$ cat config.mk
export PLATFORM = sky130hd
export DESIGN_NAME = led_strip_effect_compositor
export DESIGN_NICKNAME = d
export VERILOG_FILES = /design/src/rtl/core/lsec_pkg.sv /design/src/rtl/core/lsec_front.sv /design/src/rtl/core/lsec_queue.sv /design/src/rtl/core/lsec_back.sv /design/src/rtl/core/led_strip_effect_compositor.sv
export SDC_FILE = /design/constraint.sdc
export NUM_CORES = 1
export LEC_CHECK = 0
export BUFFER_PORTS_ARGS = -buffer_cell sky130_fd_sc_hd__buf_2
export CORE_AREA = 2 2 225 227
export CTS_CLUSTER_SIZE = 8
export DETAILED_ROUTE_END_ITERATION = 8
export DIE_AREA = 0 0 227 229
export GPL_TIMING_DRIVEN = 1
export PLACE_DENSITY = 0.9
export SLEW_MARGIN = 20
export SYNTH_ARGS = -nofsm -noshare
export SYNTH_HDL_FRONTEND = slang
export SYNTH_SLANG_ARGS = --single-unit
$ cat constraint.sdc
create_clock -name i_clk -period 7.2 [get_ports i_clk]
set_input_delay 1.44 -clock i_clk [delete_from_list [all_inputs] [get_ports i_clk]]
set_output_delay 1.44 -clock i_clk [all_outputs]
set_load 0.02 [all_outputs]
$ cat src/rtl/core/lsec_pkg.sv
// ----------------------------------------------------------------------------
// LED strip effect compositor package
// Shared types, codes, color tables and sizes of the compositor.
// ----------------------------------------------------------------------------
package lsec_pkg;

    localparam int LED_COUNT  = 8;
    localparam int TIME_W     = 48;
    localparam int PIX_W      = 6;
    localparam int CFG_IDX_W  = 8;
    localparam int CFG_DATA_W = 20;

    localparam logic [15:0] TRI_DIV   = 16'd4000;
    localparam logic [15:0] WHEEL_DIV = 16'd3000;
    localparam int          DIV_STEPS = TIME_W / 4;

    localparam logic [2:0] KIND_FRAME   = 3'd0;
    localparam logic [2:0] KIND_LEVEL   = 3'd1;
    localparam logic [2:0] KIND_FLASH   = 3'd2;
    localparam logic [2:0] KIND_DANGER  = 3'd3;
    localparam logic [2:0] KIND_RAINBOW = 3'd4;
    localparam logic [2:0] KIND_WHITE   = 3'd5;

    localparam logic [CFG_IDX_W-1:0] CFG_FRAME_PERIOD = 8'd0;
    localparam logic [CFG_IDX_W-1:0] CFG_FLASH_TIME   = 8'd1;
    localparam logic [CFG_IDX_W-1:0] CFG_RAINBOW_TIME = 8'd2;
    localparam logic [CFG_IDX_W-1:0] CFG_WHITE_TIME   = 8'd3;

    localparam logic [2:0] LAST_BUTTON = 3'd4;

    typedef struct packed {
        logic [7:0] r;
        logic [7:0] g;
        logic [7:0] b;
    } t_color;

    typedef struct packed {
        logic [TIME_W-1:0] now;
        logic [2:0]        base_index;
        logic              danger;
        logic              flash_on;
        logic [2:0]        flash_button;
        logic              rainbow_on;
        logic              white_on;
    } t_frame_job;

    typedef struct packed {
        logic [3:0]  q;
        logic [11:0] r;
    } t_div_res;

    typedef enum logic [1:0] {
        BK_IDLE,
        BK_DIV,
        BK_EMIT
    } t_back_state;

    function automatic t_color level_color(input logic [2:0] idx);
        t_color c;
        case (idx)
            3'd0: c = '{8'd0, 8'd40, 8'd0};
            3'd1: c = '{8'd0, 8'd30, 8'd30};
            3'd2: c = '{8'd0, 8'd0, 8'd50};
            3'd3: c = '{8'd40, 8'd30, 8'd0};
            3'd4: c = '{8'd40, 8'd0, 8'd40};
            3'd5: c = '{8'd50, 8'd20, 8'd0};
            3'd6: c = '{8'd30, 8'd30, 8'd30};
            default: c = '{8'd50, 8'd0, 8'd0};
        endcase
        return c;
    endfunction

    function automatic t_color button_color(input logic [2:0] idx);
        t_color c;
        case (idx)
            3'd0: c = '{8'd120, 8'd118, 8'd120};
            3'd1: c = '{8'd255, 8'd227, 8'd49};
            3'd2: c = '{8'd40, 8'd160, 8'd20};
            3'd3: c = '{8'd20, 8'd60, 8'd255};
            3'd4: c = '{8'd220, 8'd20, 8'd70};
            default: c = '{8'd0, 8'd0, 8'd0};
        endcase
        return c;
    endfunction

endpackage

$ cat src/rtl/core/lsec_front.sv
// ----------------------------------------------------------------------------
// LED strip effect compositor front end
// Holds the configuration and effect state, applies events and turns a
// frame request that is due into a frame job for the back end.
// ----------------------------------------------------------------------------
module lsec_front
    import lsec_pkg::*;
(
    input  logic                  i_clk,
    input  logic                  i_rst_n,
    input  logic                  i_cfg_we,
    input  logic [CFG_IDX_W-1:0]  i_cfg_index,
    input  logic [CFG_DATA_W-1:0] i_cfg_data,
    input  logic                  i_accept,
    input  logic [2:0]            i_kind,
    input  logic [TIME_W-1:0]     i_now_us,
    input  logic [7:0]            i_level,
    input  logic [2:0]            i_button,
    input  logic                  i_danger_on,
    output logic                  o_push,
    output t_frame_job            o_job
);

    logic [15:0]       r_frame_period;
    logic [19:0]       r_flash_time;
    logic [19:0]       r_rainbow_time;
    logic [19:0]       r_white_time;
    logic [2:0]        r_base_index;
    logic              r_danger;
    logic              r_flash_valid;
    logic [2:0]        r_flash_button;
    logic [TIME_W-1:0] r_flash_end;
    logic [TIME_W-1:0] r_rainbow_end;
    logic [TIME_W-1:0] r_white_end;
    logic [TIME_W-1:0] r_next_frame;

    logic [19:0]       effect_time;
    logic [TIME_W-1:0] effect_end;
    logic              frame_due;

    always_comb begin
        case (i_kind)
            KIND_FLASH:   effect_time = r_flash_time;
            KIND_RAINBOW: effect_time = r_rainbow_time;
            default:      effect_time = r_white_time;
        endcase
        effect_end = i_now_us + {{(TIME_W-20){1'b0}}, effect_time};
        frame_due  = i_now_us >= r_next_frame;
        o_push     = i_accept && (i_kind == KIND_FRAME) && frame_due;

        o_job.now          = i_now_us;
        o_job.base_index   = r_base_index;
        o_job.danger       = r_danger;
        o_job.flash_on     = r_flash_valid && (i_now_us < r_flash_end);
        o_job.flash_button = r_flash_button;
        o_job.rainbow_on   = i_now_us < r_rainbow_end;
        o_job.white_on     = i_now_us < r_white_end;
    end

    always_ff @(posedge i_clk) begin
        if (!i_rst_n) begin
            r_frame_period <= 16'd16000;
            r_flash_time   <= 20'd150000;
            r_rainbow_time <= 20'd600000;
            r_white_time   <= 20'd300000;
            r_base_index   <= 3'd0;
            r_danger       <= 1'b0;
            r_flash_valid  <= 1'b0;
            r_flash_button <= 3'd0;
            r_flash_end    <= '0;
            r_rainbow_end  <= '0;
            r_white_end    <= '0;
            r_next_frame   <= '0;
        end else begin
            if (i_cfg_we) begin
                case (i_cfg_index)
                    CFG_FRAME_PERIOD: r_frame_period <= i_cfg_data[15:0];
                    CFG_FLASH_TIME:   r_flash_time   <= i_cfg_data;
                    CFG_RAINBOW_TIME: r_rainbow_time <= i_cfg_data;
                    CFG_WHITE_TIME:   r_white_time   <= i_cfg_data;
                    default: ;
                endcase
            end
            if (i_accept) begin
                case (i_kind)
                    KIND_FRAME: begin
                        if (frame_due) begin
                            r_next_frame <= i_now_us + {{(TIME_W-16){1'b0}}, r_frame_period};
                        end
                    end
                    KIND_LEVEL: r_base_index <= i_level[2:0] - 3'd1;
                    KIND_FLASH: begin
                        if (i_button <= LAST_BUTTON) begin
                            r_flash_valid  <= 1'b1;
                            r_flash_button <= i_button;
                            r_flash_end    <= effect_end;
                        end
                    end
                    KIND_DANGER:  r_danger      <= i_danger_on;
                    KIND_RAINBOW: r_rainbow_end <= effect_end;
                    KIND_WHITE:   r_white_end   <= effect_end;
                    default: ;
                endcase
            end
        end
    end

endmodule

$ cat src/rtl/core/lsec_queue.sv
// ----------------------------------------------------------------------------
// LED strip effect compositor job queue
// Two-entry queue of frame jobs between the front end and the back end.
// ----------------------------------------------------------------------------
module lsec_queue
    import lsec_pkg::*;
(
    input  logic       i_clk,
    input  logic       i_rst_n,
    input  logic       i_push,
    input  t_frame_job i_job,
    input  logic       i_pop,
    output logic       o_full,
    output logic       o_valid,
    output t_frame_job o_job
);

    t_frame_job  r_mem [2];
    logic        r_wr_ptr;
    logic        r_rd_ptr;
    logic [1:0]  r_count;
    logic [1:0]  n_count;

    assign o_full  = r_count == 2'd2;
    assign o_valid = r_count != 2'd0;
    assign o_job   = r_mem[r_rd_ptr];

    always_comb begin
        n_count = r_count;
        if (i_push && !i_pop) begin
            n_count = r_count + 2'd1;
        end else if (i_pop && !i_push) begin
            n_count = r_count - 2'd1;
        end
    end

    always_ff @(posedge i_clk) begin
        if (i_push) begin
            r_mem[r_wr_ptr] <= i_job;
        end
    end

    always_ff @(posedge i_clk) begin
        if (!i_rst_n) begin
            r_wr_ptr <= 1'b0;
            r_rd_ptr <= 1'b0;
            r_count  <= 2'd0;
        end else begin
            r_count <= n_count;
            if (i_push) begin
                r_wr_ptr <= ~r_wr_ptr;
            end
            if (i_pop) begin
                r_rd_ptr <= ~r_rd_ptr;
            end
        end
    end

endmodule

$ cat src/rtl/core/lsec_back.sv
// ----------------------------------------------------------------------------
// LED strip effect compositor back end
// Derives the pulse and wheel phases of a frame job with a radix-16 divider
// and then emits one composed color per LED through an output register.
// ----------------------------------------------------------------------------
module lsec_back
    import lsec_pkg::*;
(
    input  logic             i_clk,
    input  logic             i_rst_n,
    input  logic             i_job_valid,
    input  t_frame_job       i_job,
    output logic             o_pop,
    output logic             o_out_valid,
    input  logic             i_out_stall,
    output logic [PIX_W-1:0] o_pixel_index,
    output logic [7:0]       o_red,
    output logic [7:0]       o_green,
    output logic [7:0]       o_blue,
    output logic             o_frame_end
);

    localparam logic [PIX_W-1:0] LAST_PIX = PIX_W'(LED_COUNT - 1);
    localparam logic [3:0]       LAST_STEP = 4'(DIV_STEPS - 1);

    function automatic t_div_res div_step(input logic [15:0] acc, input logic [15:0] dv);
        t_div_res   res;
        logic [3:0] q;
        q = 4'd0;
        for (int k = 1; k < 16; k++) begin
            if (acc >= 16'(k) * dv) begin
                q = 4'(k);
            end
        end
        res.q = q;
        res.r = 12'(acc - {12'd0, q} * dv);
        return res;
    endfunction

    t_back_state       r_state;
    t_back_state       n_state;
    t_frame_job        r_job;
    logic [TIME_W-1:0] r_shift;
    logic [11:0]       r_rem_tri;
    logic [11:0]       r_rem_wheel;
    logic [7:0]        r_q_tri;
    logic [7:0]        r_q_wheel;
    logic [3:0]        r_step;
    logic [PIX_W-1:0]  r_pix;
    logic              r_out_valid;
    logic [PIX_W-1:0]  r_out_pix;
    t_color            r_out_color;
    logic              r_out_end;

    t_div_res          tri_res;
    t_div_res          wheel_res;
    logic              load_out;
    logic [7:0]        tri_val;
    logic [7:0]        pos;
    logic [7:0]        wq;
    logic [9:0]        wq3;
    logic [8:0]        seg;
    t_color            color;

    assign tri_res   = div_step({r_rem_tri, r_shift[TIME_W-1 -: 4]}, TRI_DIV);
    assign wheel_res = div_step({r_rem_wheel, r_shift[TIME_W-1 -: 4]}, WHEEL_DIV);
    assign load_out  = (r_state == BK_EMIT) && (!r_out_valid || !i_out_stall);

    always_comb begin
        tri_val = r_q_tri[7] ? 8'd255 - r_q_tri : r_q_tri;
        pos     = {r_pix[3:0], 4'd0} + r_q_wheel;
        seg     = ({3'd0, r_pix} * 9'd5) / 9'(LED_COUNT);

        color = level_color(r_job.base_index);
        if (r_job.danger) begin
            color = '{8'd60 + tri_val, 8'd0, 8'd0};
        end
        if (r_job.flash_on && (seg == {6'd0, r_job.flash_button})) begin
            color = button_color(r_job.flash_button);
        end
        if (pos < 8'd85) begin
            wq = pos;
        end else if (pos < 8'd170) begin
            wq = pos - 8'd85;
        end else begin
            wq = pos - 8'd170;
        end
        wq3 = {2'd0, wq} * 10'd3;
        if (r_job.rainbow_on) begin
            if (pos < 8'd85) begin
                color = '{8'd255 - wq3[7:0], wq3[7:0], 8'd0};
            end else if (pos < 8'd170) begin
                color = '{8'd0, 8'd255 - wq3[7:0], wq3[7:0]};
            end else begin
                color = '{wq3[7:0], 8'd0, 8'd255 - wq3[7:0]};
            end
        end
        if (r_job.white_on) begin
            color = '{8'd255, 8'd255, 8'd255};
        end
    end

    always_comb begin
        n_state = r_state;
        o_pop   = 1'b0;
        case (r_state)
            BK_IDLE: begin
                if (i_job_valid) begin
                    o_pop   = 1'b1;
                    n_state = BK_DIV;
                end
            end
            BK_DIV: begin
                if (r_step == LAST_STEP) begin
                    n_state = BK_EMIT;
                end
            end
            BK_EMIT: begin
                if (load_out && (r_pix == LAST_PIX)) begin
                    n_state = BK_IDLE;
                end
            end
            default: n_state = BK_IDLE;
        endcase
    end

    always_ff @(posedge i_clk) begin
        if (!i_rst_n) begin
            r_state     <= BK_IDLE;
            r_out_valid <= 1'b0;
        end else begin
            r_state <= n_state;
            if (load_out) begin
                r_out_valid <= 1'b1;
            end else if (!i_out_stall) begin
                r_out_valid <= 1'b0;
            end
        end
    end

    always_ff @(posedge i_clk) begin
        if (o_pop) begin
            r_job       <= i_job;
            r_shift     <= i_job.now;
            r_rem_tri   <= 12'd0;
            r_rem_wheel <= 12'd0;
            r_step      <= 4'd0;
        end
        if (r_state == BK_DIV) begin
            r_shift     <= {r_shift[TIME_W-5:0], 4'd0};
            r_rem_tri   <= tri_res.r;
            r_rem_wheel <= wheel_res.r;
            r_q_tri     <= {r_q_tri[3:0], tri_res.q};
            r_q_wheel   <= {r_q_wheel[3:0], wheel_res.q};
            r_step      <= r_step + 4'd1;
            r_pix       <= '0;
        end
        if (load_out) begin
            r_out_pix   <= r_pix;
            r_out_color <= color;
            r_out_end   <= r_pix == LAST_PIX;
            r_pix       <= r_pix + PIX_W'(1);
        end
    end

    assign o_out_valid   = r_out_valid;
    assign o_pixel_index = r_out_pix;
    assign o_red         = r_out_color.r;
    assign o_green       = r_out_color.g;
    assign o_blue        = r_out_color.b;
    assign o_frame_end   = r_out_end;

    a_frame_end_last: assert property (@(posedge i_clk) disable iff (!i_rst_n)
        r_out_valid && r_out_end |-> r_out_pix == LAST_PIX)
        else $error("Frame end marked on a pixel other than the last one.");

    a_rem_bounded: assert property (@(posedge i_clk) disable iff (!i_rst_n)
        r_state == BK_DIV |-> ({4'd0, r_rem_tri} < TRI_DIV) && ({4'd0, r_rem_wheel} < WHEEL_DIV))
        else $error("Divider remainder reached the divisor.");

    a_pop_idle: assert property (@(posedge i_clk) disable iff (!i_rst_n)
        o_pop |-> (r_state == BK_IDLE) && i_job_valid)
        else $error("Job taken from the queue while the back end was busy or it was empty.");

    a_emit_pix: assert property (@(posedge i_clk) disable iff (!i_rst_n)
        r_state == BK_EMIT |-> r_pix <= LAST_PIX)
        else $error("Pixel counter ran past the last LED.");

endmodule

$ cat src/rtl/core/led_strip_effect_compositor.sv
// ----------------------------------------------------------------------------
// LED strip effect compositor
// Composes LED strip colors from a base level color and timed overlays.
// Events are accepted one per cycle while the two-entry job queue is not full.
// A frame request that renders is divided by the 48-bit time divider, four bits
// per step, and then one pixel per cycle follows while the output is not stalled.
// The back end takes the next queued job only once it has loaded its last pixel.
// Reset is synchronous and active low and restores the default settings.
// ----------------------------------------------------------------------------
module led_strip_effect_compositor
    import lsec_pkg::*;
(
    input  logic                  i_clk,
    input  logic                  i_rst_n,
    input  logic                  i_cfg_we,
    input  logic [CFG_IDX_W-1:0]  i_cfg_index,
    input  logic [CFG_DATA_W-1:0] i_cfg_data,
    input  logic                  i_in_valid,
    output logic                  o_in_stall,
    input  logic [2:0]            i_kind,
    input  logic [TIME_W-1:0]     i_now_us,
    input  logic [7:0]            i_level,
    input  logic [2:0]            i_button,
    input  logic                  i_danger_on,
    output logic                  o_out_valid,
    input  logic                  i_out_stall,
    output logic [PIX_W-1:0]      o_pixel_index,
    output logic [7:0]            o_red,
    output logic [7:0]            o_green,
    output logic [7:0]            o_blue,
    output logic                  o_frame_end
);

    logic       accept;
    logic       push;
    logic       pop;
    logic       q_full;
    logic       q_valid;
    t_frame_job front_job;
    t_frame_job back_job;

    assign o_in_stall = q_full;
    assign accept     = i_in_valid && !q_full;

    lsec_front u_front (
        .i_clk       (i_clk),
        .i_rst_n     (i_rst_n),
        .i_cfg_we    (i_cfg_we),
        .i_cfg_index (i_cfg_index),
        .i_cfg_data  (i_cfg_data),
        .i_accept    (accept),
        .i_kind      (i_kind),
        .i_now_us    (i_now_us),
        .i_level     (i_level),
        .i_button    (i_button),
        .i_danger_on (i_danger_on),
        .o_push      (push),
        .o_job       (front_job)
    );

    lsec_queue u_queue (
        .i_clk   (i_clk),
        .i_rst_n (i_rst_n),
        .i_push  (push),
        .i_job   (front_job),
        .i_pop   (pop),
        .o_full  (q_full),
        .o_valid (q_valid),
        .o_job   (back_job)
    );

    lsec_back u_back (
        .i_clk         (i_clk),
        .i_rst_n       (i_rst_n),
        .i_job_valid   (q_valid),
        .i_job         (back_job),
        .o_pop         (pop),
        .o_out_valid   (o_out_valid),
        .i_out_stall   (i_out_stall),
        .o_pixel_index (o_pixel_index),
        .o_red         (o_red),
        .o_green       (o_green),
        .o_blue        (o_blue),
        .o_frame_end   (o_frame_end)
    );

endmodule

==> out/metrics.yaml <==
global_routing:
  grt_pass1_wl_mm: 130
  antenna_found_initial: 4
  grt_start_max_net_pins: 111
  grt.total_usage_pct: 31.3
  grt_pass1_vias: 25400
  grt_overflow: 0
setup_path:
  setup.worst_path.start_class: "register"
  crit_arrival_ps: 6030
  critPathKind: "register to register"
  critPathCaptureType: "register"
  worst-r2r-setup-slack_ps: 1610
  r2r_cells: 19
  cp_max_fo: 15
  r2r_end: "u_back.r_rem_wheel[10]"
  rr_startpoint: "u_back.r_rem_tri[2]"
  worstPathRequired_ps: 7640
logic_synthesis:
  ys_seq_elements: 536
  syn_nets: 3781
  ys_async_sr_fraction_pct: 0
  synth_enable_flop_cells: 248
  avgSynthCellArea_um2: 9.16
  synthFlopType: "dfxtp_1"
  yosysWarnings: 0
  synthCells: 3372
  yosysUniqueCellTypes: 72
  netlist_area_um2: 30900
  ys_seq_area_share_pct: 42.8
layout:
  layout-drive-gt1-share_pct: 8.51
  final_core_util_pct: 68.8
  nNetsFinal: 3841
  area_growth_pct: 10.6
floorplan:
  start_util_pct: 62.2
  die_x_um: 227
  io_pins: 129
  fp-row-count: 82
  die-area_um2: 52000
  core_area_um2: 49700
  die_h_um: 229
power:
  p_switching_mw: 6.68
  power_frac_seq_pct: 27.1
  power.internal_mw: 9.38
  sw_frac_of_total_pct: 41.6
  ir_drop_mv: 0.758
  total_power_mw: 16.1
  power_density_nw_per_um2: 470
  p_comb_share_pct: 52.2
  p_leak_nw: 12.8
  clkPwrFrac_pct: 20.7
drt:
  vias_per_cell: 6.33
  postRouteWirelength_mm: 81.9
  initialDrtViolationCount: 2942
  wl_per_cell_um: 19.8
  drc_errors: 0
  ant_nets: 0
  drtPass1Iterations: 7
  vias: 26200
cts:
  ctsLongestPathBuffers: 3
  cts.sinks: 536
  clk_latency_ps: 640
  htree_levels: 3
  clkTransAtPathRegs_ps: 50
  cts_tree: "done"
  cts-hold-fix-buffers: 0
  cts_setup_buffers: 0
  cts_root_buffer: "clkbuf_16"
  ctsResizeCount: 0
  cts-buffers-inserted: 77
timing:
  setup_viol: 0
  finalCriticalPeriod_ps: 5590
  rsz0062_at_grt: "false"
  fin_worst_skew_ps: 30.2
  period_share_pct: 77.7
  hold_violations: 0
  relSlewSlack_pct: 24.2
  fmax_mhz: 179
  maxSlewViolCount: 0
  tightest_slew_ps: 1140
  whs_ps: 453
  final.setup.tns_ps: 0
hold_path:
  min_from: "u_front.r_flash_end[0]"
  hp-class: "register to register"
  min_path_cells: 2
  hold_end: "u_front.r_flash_end[0]"
place:
  io_buffer_count: 123
  dp_hpwl_mm: 53.9
  gp_congestion: 0.935
job:
  drv_cap: 0
run_status:
  outcome: "finished clean"
==> power groups by stage <==
stage / Sequential, mW / Combinational, mW / Clock [mW]
2_1_floorplan: 4.03 / 6.72 / 0
3_3_place_gp: 4.36 / 7.77 / 0
3_5_place_dp: 4.38 / 8.18 / 0
4_1_cts: 4.33 / 8.33 / 3.34
5_1_grt: 4.41 / 9.45 / 3.47
6_report: 4.35 / 8.38 / 3.32
==> through the flow <==
step           cell area (µm²)  std cells  worst slack, ps
2_1_floorplan            30900       3372             1070
3_3_place_gp             31900       4025             1470
3_5_place_dp             31900       4025             1450
4_1_cts                  34100       4140             1670
5_1_grt                  34200       4143             1200
6_report                 34200       4144             1610
==> worst max-delay path: stages, from the launching register on <==
cell	delay (ps)
edfxtp_1	620
buf_4	300
a31oi_1	100
o311ai_0	480
a21oi_1	120
o21ai_0	150
nor2_1	50
o21ai_0	680
fa_1	560
ha_1	350
inv_1	80
fa_1	550
ha_1	230
inv_1	100
a21oi_1	70
o21ai_0	230
a21boi_0	160
o21a_1	200
o21a_1	170
nor3_1	200
==> sequential cells by signal, indices dropped and copies added (netlist names), 3 cells and up, named ones only <==
| register | count |
|---|---|
| u_back.r_shift | 48 |
| u_front.r_rainbow_end | 48 |
| u_back.o_blue | 8 |
| u_back.r_rem_tri | 12 |
| u_back.r_job | 10 |
| u_back.o_red | 8 |
| u_back.r_step | 4 |
| u_front.r_flash_time | 20 |
| u_back.o_green | 8 |
| u_front.r_rainbow_time | 20 |
| u_front.r_flash_button | 3 |
| u_front.r_next_frame | 48 |
| u_back.r_q_tri | 8 |
| u_front.r_white_end | 48 |
| u_front.r_flash_end | 48 |
| u_front.r_base_index | 3 |
| u_front.r_frame_period | 16 |
| u_back.o_pixel_index | 6 |
| u_front.r_white_time | 20 |
| u_queue.r_mem | 116 |
| u_back.r_rem_wheel | 9 |
| u_back.r_q_wheel | 8 |
| u_back.r_pix | 6 |
==> per-layer routing <==
layer	track usage, %	vias up	part of all wire (%)
li1	-	12100	-
met1	39.4	12300	38
met2	51.9	1449	48
met3	6.03	307	9.6
met4	14.6	0	4.4
met5	0	-	0
==> kinds of logic after synthesis <==
family | Yosys count | synth area share [%]
mux | 77 | 2.54
buf+inv | 440 | 5.41
simple gates | 976 | 14.2
xor+xnor | 143 | 4.05
fa+ha+maj | 313 | 13.1
flops | 536 | 42.8
compound gates | 887 | 18.0
==> area by class of cell <==
cell class | count | area (µm²)
well taps | 672 | 841
flip-flops and latches | 536 | 13200
diodes | 4 | 10.0
multi-input cells | 2396 | 16000
fillers | 3587 | 15500
repair buffers | 152 | 833
clock inverters | 8 | 158
clock buffers | 107 | 2040
inverters | 269 | 1010
==> worst max-delay path by stage <==
stage,end,start,depth (start not counted)
2_1_floorplan,u_queue.r_mem[1][0],i_kind[1],6
6_report,u_back.r_rem_wheel[10],u_back.r_rem_tri[2],19
4_1_cts,u_back.r_rem_wheel[10],u_back.r_rem_tri[2],19
3_3_place_gp,u_front.r_white_end[23],i_kind[1],16
3_5_place_dp,u_front.r_white_end[23],i_kind[1],16
5_1_grt,u_back.o_red[7],u_back.r_pix[0],19
==> cell usage after synthesis, types with 22 or more instances <==
library cell,number,area [µm²]
nand3_1,101,505
edfxtp_1,248,7450
ha_1,297,3720
nand2b_1,23,144
a21o_1,78,586
inv_1,266,998
clkbuf_1,157,589
nor2b_1,22,138
o21ai_0,204,1020
o21a_1,22,165
nor2_1,207,777
dfxtp_1,288,5770
nor3_1,58,290
a211oi_1,86,646
nand2_1,423,1590
nand4_1,47,294
a21oi_1,311,1560
xor2_1,36,315
mux2i_1,67,671
xnor2_1,107,937
==> layout by cell type (no fill, tap or decap), types with 57 or more instances in the layout <==
cell         n
xnor2_1    107
clkbuf_16   77
inv_1      263
dfxtp_1    287
a21o_1      78
buf_2      123
a21oi_1    311
ha_1       297
nor3_1      57
edfxtp_1   248
nor2_1     204
a211oi_1    86
nand2_1    422
mux2i_1     67
o21ai_0    203
nand3_1    101
Power figures use the tool's default switching activity.
